**src/rtl/core/mmh_pkg.sv**
```systemverilog
// Shared types and constants for the MurmurHash3 x86_32 stream hasher
`timescale 1ns / 1ps
package mmh_pkg;

	localparam int unsigned COUNT_W = 3;

	localparam logic [31:0] MIX_C1  = 32'hcc9e2d51;
	localparam logic [31:0] MIX_C2  = 32'h1b873593;
	localparam logic [31:0] MIX_ADD = 32'he6546b64;
	localparam logic [31:0] FIN_M1  = 32'h85ebca6b;
	localparam logic [31:0] FIN_M2  = 32'hc2b2ae35;
	localparam logic [31:0] SEED_RESET = 32'd23;

	localparam logic [COUNT_W-1:0] BYTES_NONE = 3'd0;
	localparam logic [COUNT_W-1:0] BYTES_ONE  = 3'd1;
	localparam logic [COUNT_W-1:0] BYTES_TWO  = 3'd2;
	localparam logic [COUNT_W-1:0] BYTES_THREE = 3'd3;
	localparam logic [COUNT_W-1:0] BYTES_FULL = 3'd4;

	// scrambled word on its way from front to back
	typedef struct packed {
		logic [31:0]        k;
		logic [COUNT_W-1:0] count;
		logic               last;
	} mid_item_t;

endpackage

```
**src/rtl/core/mmh_fifo.sv**
```systemverilog
// Small first-word-fall-through queue built from registers
`timescale 1ns / 1ps
module mmh_fifo #(
	parameter int unsigned WIDTH = 36,
	parameter int unsigned DEPTH = 4
) (
	input  logic                       clk,
	input  logic                       arst_n,
	input  logic                       wr_en,
	input  logic [WIDTH-1:0]           wr_data,
	input  logic                       rd_en,
	output logic [WIDTH-1:0]           rd_data,
	output logic [$clog2(DEPTH+1)-1:0] level,
	output logic                       empty
);
	localparam int unsigned PW = (DEPTH > 1) ? $clog2(DEPTH) : 1;
	localparam int unsigned LW = $clog2(DEPTH+1);

	logic [WIDTH-1:0] mem_q [DEPTH];
	logic [PW-1:0]    wr_ptr_q;
	logic [PW-1:0]    rd_ptr_q;
	logic [LW-1:0]    level_q;
	logic             do_rd;

	assign do_rd   = rd_en && (level_q != '0);
	assign rd_data = mem_q[rd_ptr_q];
	assign level   = level_q;
	assign empty   = (level_q == '0);

	always_ff @(posedge clk or negedge arst_n) begin
		if (!arst_n) begin
			wr_ptr_q <= '0;
			rd_ptr_q <= '0;
			level_q  <= '0;
		end else begin
			if (wr_en) begin
				wr_ptr_q <= (wr_ptr_q == PW'(DEPTH-1)) ? '0 : wr_ptr_q + 1'b1;
			end
			if (do_rd) begin
				rd_ptr_q <= (rd_ptr_q == PW'(DEPTH-1)) ? '0 : rd_ptr_q + 1'b1;
			end
			if (wr_en && !do_rd) begin
				level_q <= level_q + 1'b1;
			end else if (!wr_en && do_rd) begin
				level_q <= level_q - 1'b1;
			end
		end
	end

	always_ff @(posedge clk) begin
		if (wr_en) begin
			mem_q[wr_ptr_q] <= wr_data;
		end
	end

endmodule

```
**src/rtl/core/mmh_front.sv**
```systemverilog
// Front end: takes words, masks and classifies them, scrambles the key word
`timescale 1ns / 1ps
module mmh_front #(
	parameter int unsigned DEPTH = 4
) (
	input  logic                              clk,
	input  logic                              arst_n,
	input  logic                              push,
	input  logic [31:0]                       data_word,
	input  logic [mmh_pkg::COUNT_W-1:0]       byte_count,
	input  logic                              last,
	input  logic [$clog2(DEPTH+1)-1:0]        level,
	output logic                              full,
	output logic                              out_valid,
	output mmh_pkg::mid_item_t                out_item
);
	localparam int unsigned LW  = $clog2(DEPTH+1);
	localparam int unsigned LW1 = LW + 1;

	logic                          accept;
	logic [mmh_pkg::COUNT_W-1:0]   cnt_sat;
	logic [31:0]                   masked;
	logic [LW1-1:0]                in_flight;

	logic                          v_s1;
	logic [31:0]                   w_s1;
	logic [mmh_pkg::COUNT_W-1:0]   cnt_s1;
	logic                          last_s1;
	logic                          v_s2;
	logic [31:0]                   k_s2;
	logic [mmh_pkg::COUNT_W-1:0]   cnt_s2;
	logic                          last_s2;
	logic [31:0]                   k_rot;

	// queue level plus requests still in the two front stages
	assign in_flight = LW1'(level) + LW1'(v_s1) + LW1'(v_s2);
	assign full      = (in_flight >= LW1'(DEPTH));
	assign accept    = push && !full;

	assign cnt_sat = (byte_count > mmh_pkg::BYTES_FULL) ? mmh_pkg::BYTES_FULL : byte_count;

	always_comb begin
		unique case (cnt_sat)
			mmh_pkg::BYTES_NONE:  masked = 32'h0;
			mmh_pkg::BYTES_ONE:   masked = {24'h0, data_word[7:0]};
			mmh_pkg::BYTES_TWO:   masked = {16'h0, data_word[15:0]};
			mmh_pkg::BYTES_THREE: masked = {8'h0, data_word[23:0]};
			default:              masked = data_word;
		endcase
	end

	always_ff @(posedge clk or negedge arst_n) begin
		if (!arst_n) begin
			v_s1 <= 1'b0;
			v_s2 <= 1'b0;
		end else begin
			// an empty word that does not close the message changes nothing
			v_s1 <= accept && !((cnt_sat == mmh_pkg::BYTES_NONE) && !last);
			v_s2 <= v_s1;
		end
	end

	always_ff @(posedge clk) begin
		w_s1    <= masked;
		cnt_s1  <= cnt_sat;
		last_s1 <= last;
		k_s2    <= 32'(w_s1 * mmh_pkg::MIX_C1);
		cnt_s2  <= cnt_s1;
		last_s2 <= last_s1;
	end

	assign k_rot          = {k_s2[16:0], k_s2[31:17]};
	assign out_valid      = v_s2;
	assign out_item.k     = 32'(k_rot * mmh_pkg::MIX_C2);
	assign out_item.count = cnt_s2;
	assign out_item.last  = last_s2;

endmodule

```
**src/rtl/core/mmh_back.sv**
```systemverilog
// Back end: running hash, byte total, seed register and final mix pipeline
`timescale 1ns / 1ps
module mmh_back #(
	parameter int unsigned OUT_DEPTH = 4
) (
	input  logic                              clk,
	input  logic                              arst_n,
	input  logic                              item_valid,
	input  mmh_pkg::mid_item_t                item,
	output logic                              item_pop,
	input  logic [$clog2(OUT_DEPTH+1)-1:0]    out_level,
	input  logic                              seed_valid,
	output logic                              seed_ready,
	input  logic [31:0]                       seed,
	output logic                              result_valid,
	output logic [31:0]                       result_hash
);
	localparam int unsigned LW  = $clog2(OUT_DEPTH+1);
	localparam int unsigned LW1 = LW + 1;

	logic [31:0]    seed_q;
	logic [31:0]    hash_q;
	logic [31:0]    total_q;
	logic [LW1-1:0] in_flight;
	logic           take;
	logic [31:0]    h_x;
	logic [31:0]    h_rot;
	logic [31:0]    h_body;
	logic [31:0]    h_new;
	logic [31:0]    tot_new;
	logic [31:0]    fin;
	logic [31:0]    y_s2;

	logic           v_s1;
	logic           v_s2;
	logic           v_s3;
	logic [31:0]    x_s1;
	logic [31:0]    x_s2;
	logic [31:0]    x_s3;

	// results in the final mix plus those already queued
	assign in_flight = LW1'(out_level) + LW1'(v_s1) + LW1'(v_s2) + LW1'(v_s3);
	assign take      = item_valid && (in_flight < LW1'(OUT_DEPTH));
	assign item_pop  = take;
	assign seed_ready = 1'b1;

	assign h_x     = hash_q ^ item.k;
	assign h_rot   = {h_x[18:0], h_x[31:19]};
	assign h_body  = (h_rot << 2) + h_rot + mmh_pkg::MIX_ADD;
	assign h_new   = (item.count == mmh_pkg::BYTES_FULL) ? h_body : h_x;
	assign tot_new = total_q + 32'(item.count);
	assign fin     = h_new ^ tot_new;

	always_ff @(posedge clk or negedge arst_n) begin
		if (!arst_n) begin
			seed_q  <= mmh_pkg::SEED_RESET;
			hash_q  <= mmh_pkg::SEED_RESET;
			total_q <= 32'h0;
			v_s1    <= 1'b0;
			v_s2    <= 1'b0;
			v_s3    <= 1'b0;
		end else begin
			v_s1 <= take && item.last;
			v_s2 <= v_s1;
			v_s3 <= v_s2;
			if (take) begin
				if (item.last) begin
					hash_q  <= seed_q;
					total_q <= 32'h0;
				end else begin
					hash_q  <= h_new;
					total_q <= tot_new;
				end
			end
			// new seed reaches the running hash only while the byte total is zero
			if (seed_valid) begin
				seed_q <= seed;
				if (total_q == 32'h0) begin
					hash_q <= seed;
				end
			end
		end
	end

	assign y_s2 = x_s2 ^ (x_s2 >> 13);

	always_ff @(posedge clk) begin
		x_s1 <= fin ^ (fin >> 16);
		x_s2 <= 32'(x_s1 * mmh_pkg::FIN_M1);
		x_s3 <= 32'(y_s2 * mmh_pkg::FIN_M2);
	end

	assign result_valid = v_s3;
	assign result_hash  = x_s3 ^ (x_s3 >> 16);

endmodule

```
**src/rtl/core/murmur3_32_hash_stream.sv**
```systemverilog
// Top level of the MurmurHash3 x86_32 stream hasher
// A last word accepted with push shows its hash (empty low) once it has passed two scramble
// stages, the mid queue, three final-mix stages and the out queue.
// Throughput: one word per cycle while full is low; a run of last words is limited by the free
// room in the out queue, and a held-off pop stalls the input through full.
// Reset (arst_n low): queues empty, seed and running hash 23, byte total zero.
`timescale 1ns / 1ps
module murmur3_32_hash_stream #(
	parameter int unsigned QUEUE_DEPTH = 4,
	parameter int unsigned OUT_DEPTH   = 4
) (
	input  logic                        clk,
	input  logic                        arst_n,
	input  logic                        push,
	output logic                        full,
	input  logic [31:0]                 data_word,
	input  logic [mmh_pkg::COUNT_W-1:0] byte_count,
	input  logic                        last,
	output logic                        empty,
	input  logic                        pop,
	output logic [31:0]                 hash,
	input  logic                        seed_valid,
	output logic                        seed_ready,
	input  logic [31:0]                 seed
);
	localparam int unsigned MID_W = $bits(mmh_pkg::mid_item_t);

	mmh_pkg::mid_item_t                 front_item;
	mmh_pkg::mid_item_t                 mid_item;
	logic                               front_valid;
	logic                               mid_empty;
	logic                               mid_pop;
	logic [$clog2(QUEUE_DEPTH+1)-1:0]   mid_level;
	logic [$clog2(OUT_DEPTH+1)-1:0]     out_level;
	logic                               res_valid;
	logic [31:0]                        res_hash;

	mmh_front #(.DEPTH(QUEUE_DEPTH)) u_front (
		.clk        (clk),
		.arst_n     (arst_n),
		.push       (push),
		.data_word  (data_word),
		.byte_count (byte_count),
		.last       (last),
		.level      (mid_level),
		.full       (full),
		.out_valid  (front_valid),
		.out_item   (front_item)
	);

	mmh_fifo #(.WIDTH(MID_W), .DEPTH(QUEUE_DEPTH)) u_mid_q (
		.clk     (clk),
		.arst_n  (arst_n),
		.wr_en   (front_valid),
		.wr_data (front_item),
		.rd_en   (mid_pop),
		.rd_data (mid_item),
		.level   (mid_level),
		.empty   (mid_empty)
	);

	mmh_back #(.OUT_DEPTH(OUT_DEPTH)) u_back (
		.clk          (clk),
		.arst_n       (arst_n),
		.item_valid   (!mid_empty),
		.item         (mid_item),
		.item_pop     (mid_pop),
		.out_level    (out_level),
		.seed_valid   (seed_valid),
		.seed_ready   (seed_ready),
		.seed         (seed),
		.result_valid (res_valid),
		.result_hash  (res_hash)
	);

	mmh_fifo #(.WIDTH(32), .DEPTH(OUT_DEPTH)) u_out_q (
		.clk     (clk),
		.arst_n  (arst_n),
		.wr_en   (res_valid),
		.wr_data (res_hash),
		.rd_en   (pop),
		.rd_data (hash),
		.level   (out_level),
		.empty   (empty)
	);

endmodule

```
**config.mk**
```make
export PLATFORM = sky130hd
export DESIGN_NAME = murmur3_32_hash_stream
export DESIGN_NICKNAME = d
export VERILOG_FILES = /design/src/rtl/core/mmh_pkg.sv /design/src/rtl/core/mmh_fifo.sv /design/src/rtl/core/mmh_front.sv /design/src/rtl/core/mmh_back.sv /design/src/rtl/core/murmur3_32_hash_stream.sv
export SDC_FILE = /design/constraint.sdc
export NUM_CORES = 2
export LEC_CHECK = 0
export ABC_AREA = 0
export BUFFER_PORTS_ARGS = -buffer_cell sky130_fd_sc_hd__buf_4
export CORE_ASPECT_RATIO = 2
export CORE_UTILIZATION = 23
export DETAILED_ROUTE_END_ITERATION = 8
export PLACE_DENSITY = 0.34
export SYNTH_ARGS = -nofsm -noshare
export SYNTH_HDL_FRONTEND = slang
export SYNTH_SLANG_ARGS = --single-unit
export TNS_END_PERCENT = 20
```
**constraint.sdc**
```tcl
create_clock -name clk -period 7.1 [get_ports clk]
set_input_delay 0.71 -clock clk [delete_from_list [all_inputs] [get_ports clk]]
set_output_delay 0.71 -clock clk [all_outputs]
set_load 0.05 [all_outputs]
```
## Yosys cells after proc, flatten, opt, wreduce, memory -nomap -nowiden

Memories as Yosys holds them, arrays and structs flattened.
Cells that the tools add are included.

| cells by class | value |
|---|---|
| $add $sub $neg | 16 |
| $mul | 4 |
| order comparisons | 3 |
| equal/unequal tests | 8 |
| multiplexer cells | 20 |
| bitwise gates (word level) | 5 |
| reduce and logical (&&, ||, !) cells | 27 |

Operators with widths:

| kind | number |
|---|---|
| $mux 32 | 6 |
| $pmux 32 s4 | 1 |
| $mul 32x31->32 const B | 2 |
| $xor 32x16->32 | 2 |
| $xor 32x32->32 | 2 |
| $add 32x3->32 | 1 |
| $add 32x32->32 | 1 |
| $add 32x32->32 const B | 1 |
| $logic_not 32->1 | 1 |
| $mul 32x29->32 const B | 1 |
| $mul 32x32->32 const B | 1 |
| $xor 32x19->32 | 1 |
| $mux 3 | 5 |
| $add 4x1->4 | 3 |
| $logic_and 1x1->1 | 11 |
| $logic_not 3->1 | 3 |
| $add 2x1->2 const B | 4 |
| $add 3x1->4 | 2 |
| $eq 2x2->1 const B | 4 |
| $logic_not 1->1 | 8 |
| $mux 2 | 4 |
| $add 3x1->3 const B | 2 |
| $eq 3x2->1 const B | 2 |
| $reduce_bool 3->1 | 2 |
| 8 further kinds | 13 |

| word-level totals | value |
|---|---|
| bits in registers | 283 |
| bits in writable memories | 272 |
| input bits | 73 |
| word-level logic and storage cells | 108 |
| memories | 2 |

Memories:

| name | words | bits a word | rd ports | clocked after Yosys merged registers in | write ports | RTL line | RTL |
|---|---|---|---|---|---|---|---|
| u_mid_q.mem_q | 4 | 36 | 1 | 0 | 1 | mmh_fifo.sv:19 | `logic [WIDTH-1:0] mem_q [DEPTH];` |
| u_out_q.mem_q | 4 | 32 | 1 | 0 | 1 | mmh_fifo.sv:19 |  |

## Longest topological paths before layout

| logic depth | value |
|---|---|
| word-level depth | 9 |
| gate-level depth with buffers | 28 |
| gate-level depth less buffers | 28 |

## Cells and area by module

Synthesis repeated with hierarchy kept, for this count alone.

| unflattened totals | value |
|---|---|
| cell total of the unflattened synthesis | 5179 |
| area total of the unflattened synthesis | 56992.2 µm² |

By module, submodules not included:

| module | instances | cells each | area each (µm²) | seq. area each (µm²) |
|---|---|---|---|---|
| mmh_back | 1 | 2934 | 28217.1 | 4409.2 |
| mmh_front | 1 | 1816 | 18054.8 | 1491.4 |
| mmh_fifo (u_mid_q) | 1 | 224 | 5627.9 | 4499.3 |
| mmh_fifo (u_out_q) | 1 | 204 | 5088.6 | 4018.9 |
| murmur3_32_hash_stream | 1 | 1 | 3.8 | 0.0 |

## Least setup slack after synthesis

Ideal clock, no wire load.

| timing path | value |
|---|---|
| path kind | flip-flop to flip-flop |
| start point | register u_back.x_s2[21] |
| end point | register u_back.x_s3[31] |
| library setup time | 0.121 ns |
| arrival time | 6.293 ns |
| required time | 6.979 ns |
| setup slack | 0.687 ns |
| stages on the path, launching flop included | 23 |
| path buffers | 0 |
| path through | dfxtp_1 xnor2_1 inv_1 ha_1 fa_1 fa_1 inv_1 fa_1 inv_1 fa_1 fa_1 fa_1 inv_1 fa_1 inv_1 ha_1 nand3_1 nor2_1 and4_1 a221o_1 a41oi_1 o21ai_0 xnor2_1 |

| between the ends | value |
|---|---|
| cells in the longest elaborated chain, start to end | 2 |

Ends and longest elaborated chain:

| item | RTL line | RTL |
|---|---|---|
| from (decl) | mmh_back.sv:38 | `logic [31:0] x_s2;` |
| from (signal assigned) | mmh_back.sv:89 | `x_s2 <= 32'(x_s1 * mmh_pkg::FIN_M1);` |
| $xor 32x19->32 | mmh_back.sv:85 | `assign y_s2 = x_s2 ^ (x_s2 >> 13);` |
| $mul 32x31->32 | mmh_back.sv:90 | `x_s3 <= 32'(y_s2 * mmh_pkg::FIN_M2);` |
| to (signal assigned) | mmh_back.sv:90 |  |
| to (decl) | mmh_back.sv:39 | `logic [31:0] x_s3;` |

Every way passes these cells.
A chain may end at the register's enable or synchronous reset.

## Worst setup path in the final report

| timing path | value |
|---|---|
| start point | register u_back.x_s1[6] |
| end point | register u_back.x_s2[29] |

| between the ends | value |
|---|---|
| cells in the longest elaborated chain, start to end | 1 |

Ends and longest elaborated chain:

| item | RTL line | RTL |
|---|---|---|
| from (decl) | mmh_back.sv:37 | `logic [31:0] x_s1;` |
| from (signal assigned) | mmh_back.sv:88 | `x_s1 <= fin ^ (fin >> 16);` |
| $mul 32x32->32 | mmh_back.sv:89 |  |

Every way passes these cells.

==> results_dict.tcl <==
set metrics [dict create \
    setup_violations 0 \
    timing.fmax_ghz 0.1444 \
    cts-root-buf "clkbuf_16" \
    critPathCaptureType "register" \
    ys_warn_count 0 \
    hold_viol_final 0 \
    row_count 256 \
    layout_commonest_cell "inv_1" \
    relSlewSlack_pct 25.18 \
    dieWidth_um 352.0 \
    gp_congestion 0.9408 \
    synthFlopType "edfxtp_1" \
    cp_slowest_stage_delay_ns 0.62 \
    final_layout_size_suffix_gt1_share_pct 10.60 \
    cpMostUsedCell "fa_1" \
    r2r_cells 21 \
    drc 0 \
    start_util_pct 23.17 \
    syn_inst 5110 \
    grt_usage_pct 17.79 \
    antenna_found_initial 7 \
    cp_top_family "adder cells" \
    synth_area_per_cell_um2 11.02 \
    final_max_slew_viol_count 0 \
    nNetsFinal 7051 \
    synth_edf_count 272 \
    dieArea_um2 247000 \
    min_period_ns 6.924 \
    ant_nets 0 \
    synth-seq-cells 555 \
    instances_no_fill 8694 \
    grt_pass1_vias 42282 \
    grt_max_degree 46 \
    worstPathArrival_ns 7.47 \
    fill_cells 25843 \
    dp_hpwl_um 189900 \
    drt_iter0_markers 1308 \
    critPathMaxFanout 6 \
    fin_crit_sh_pct 97.52 \
    io_pins 108 \
    fin_skew_ns 0.09563 \
    path_cells "inv_1, fa_1, fa_1, fa_1, inv_1, ha_1, fa_1, fa_1, fa_1, fa_1, ha_1, o21a_1, o21a_1, o21a_1, nand2_1, a21oi_2, o31ai_1, buf_4, nand2b_1, a21o_1, a211oi_4" \
    grt_pass1_wl_um 306300 \
    wl_um 216800 \
    layout_common_cells "inv_1, ha_1, fa_1" \
    crit_required_ns 7.64 \
    routedWlPerCell_um 24.93 \
    synth_nets 6750 \
    clk_latency_ns 0.76 \
    first_pass_iters 5 \
    startpoint "u_back.x_s1[6]" \
    vias 36397 \
    grt_setup_unrepaired "true" \
    synth_area_um2 56340 \
    worst_slew_pin_slew_ns 1.115 \
    path_class "reg2reg" \
    cp.depth 21 \
    tns_ns 0 \
    clockBufferDepth 3 \
    cts.clk_slew.worst_paths_ns 0.06 \
    cts_sinks 555 \
    dp.cells 8572 \
    timing.rr.end "u_back.x_s2[29]" \
    io_buffers 106 \
    hold_path_class "in2reg" \
    coreArea_um2 243100 \
    h-tree-depth 2 \
    maxCapViolCount 0 \
    crit_slowest_cell "fa_1" \
    grt.overflow.total 0 \
    r2r_slack_ns 0.18 \
    area_growth_pct 14.83 \
    synth_cell_types 76 \
    synthArstFlopShare_pct 20.72 \
    cts_tree "built" \
    fp.dieH_um 701.9 \
    postLayoutCellArea_um2 64690 \
    status "finished, final reports clean" \
    yosysSeqAreaShare_pct 25.59 \
    place_area_um2 62500 \
    reg2reg_from "u_back.x_s1[6]" \
    avgViaCountPerCell 4.186 \
    endpoint "u_back.x_s2[29]" \
    numCtsBuffers 60 \
    crit_buf_inv 3 \
    critPathLaunchType "register" \
]
==> worst min path at each step <==
stage          cells after the start              start           endpoint  slack [ns]
2_1_floorplan                      0  u_front.cnt_s1[0]  u_front.cnt_s2[0]        0.31
3_5_place_dp                       0    u_front.last_s1    u_front.last_s2        0.31
6_report                           1               last    u_front.last_s1        0.13
5_1_grt                            1               last    u_front.last_s1         0.1
3_3_place_gp                       0  u_front.cnt_s1[2]  u_front.cnt_s2[2]        0.31
4_1_cts                            1               last    u_front.last_s1        0.07
==> worst register-to-register path, cell delays in order (launching register included) <==
cell and delay (ns):
dfxtp_1 0.48, inv_1 0.22, fa_1 0.49, fa_1 0.56, fa_1 0.62, inv_1 0.06, ha_1 0.21, fa_1 0.48
fa_1 0.56, fa_1 0.42, fa_1 0.45, ha_1 0.37, o21a_1 0.21, o21a_1 0.16, o21a_1 0.19, nand2_1 0.09
a21oi_2 0.07, o31ai_1 0.25, buf_4 0.18, nand2b_1 0.06, a21o_1 0.24, a211oi_4 0.39
==> state kept, by name (all words and copies together), names as in the netlist, 3 cells and up <==
signal	flops
u_mid_q.level	3
u_front.w_s1	32
u_back.total_q	32
u_back.x_s3	32
u_back.seed_q	32
u_out_q.mem_q	128
u_mid_q.mem_q	144
u_back.hash_q	32
u_out_q.level	3
u_front.k_s2	32
u_front.cnt_s2	3
u_front.cnt_s1	3
u_back.x_s1	32
u_back.x_s2	32
==> cells in the mapped netlist, drive strengths merged, types with 17 or more instances <==
cell    count  area (um^2)
mux2       36        405.4
inv      1342         5037
and3       26        162.7
buf        20        102.6
o31ai      25        187.7
xor2      110        963.4
nor3       32        165.2
nand2b     17        106.4
a21oi     156        780.8
a211oi     25        192.7
o21a       21        157.7
o21ai     125        625.6
edfxtp    272         8168
nand2     172        645.6
clkbuf     55        206.5
and2       28        175.2
dfxtp     168         3363
fa        739        14790
nand3      34        170.2
nor2      133        499.2
a31oi      17        121.4
a21o       66        495.5
mux4       67         1509
ha        828        10360
xnor2     290         2555
dfrtp     107         2678
nor2b      37        231.5
==> cell families (layout without fill, tap and decap cells) <==
family | Yosys count | count (layout) | share of synthesized area (%)
adder cells (fa/ha/maj) | 1567 | 1567 | 44.65
multiplexers | 110 | 110 | 3.522
other | 1 | 7 | 0.006656
XOR/XNOR | 401 | 401 | 6.285
AND/OR/NAND/NOR | 527 | 527 | 4.406
flip-flops | 555 | 555 | 25.59
AO/OA/AOI/OAI | 532 | 532 | 6.045
buffers and inverters | 1417 | 1770 | 9.490
==> per-layer routing <==
layer / vias up / global-route usage (%) / wire [um]
met5: - / 0 / 27
met4: 4 / 12.14 / 17470
met3: 333 / 1.286 / 3496
met2: 519 / 39.49 / 136000
met1: 18643 / 13.76 / 59800
li1: 16898 / - / -
==> layout make-up <==
type / instances / area (um^2) / share of cell area, %
multi-input cells: 3138 / 36680 / 56.70
flip-flops and latches: 555 / 14430 / 22.31
inverters: 1342 / 5041 / 7.792
well taps: 3225 / 4035 / 6.237
repair buffers: 314 / 2389 / 3.692
clock buffers: 74 / 1625 / 2.512
clock inverters: 40 / 474.2 / 0.7330
diodes: 6 / 15.01 / 0.02321
==> through the flow <==
stage	hold WS, ns	util [%]	setup WS [ns]
finish	0.1315	26.61	0.1762
global route	0.09569	26.60	-0.002098
CTS	0.06648	26.60	0.1038
detailed placement	0.3121	25.71	-0.6344
global placement	0.3119	25.71	-0.6587
floorplan	0.3096	-	0.6867
==> what timing repair did <==
item | 4_1_cts | 5_1_grt
pin swaps | 1 | 0
setup endpoints to repair | 4 | 23
hold endpoints to repair | 25 | 0
setup buffers | 1 | 0
gates cloned | 0 | 0
hold buffers | 1 | 0
resized for setup | 13 | 6
Power is not shown: default switching activity piles up to over one toggle a cycle in this logic, so the estimate is an artifact.
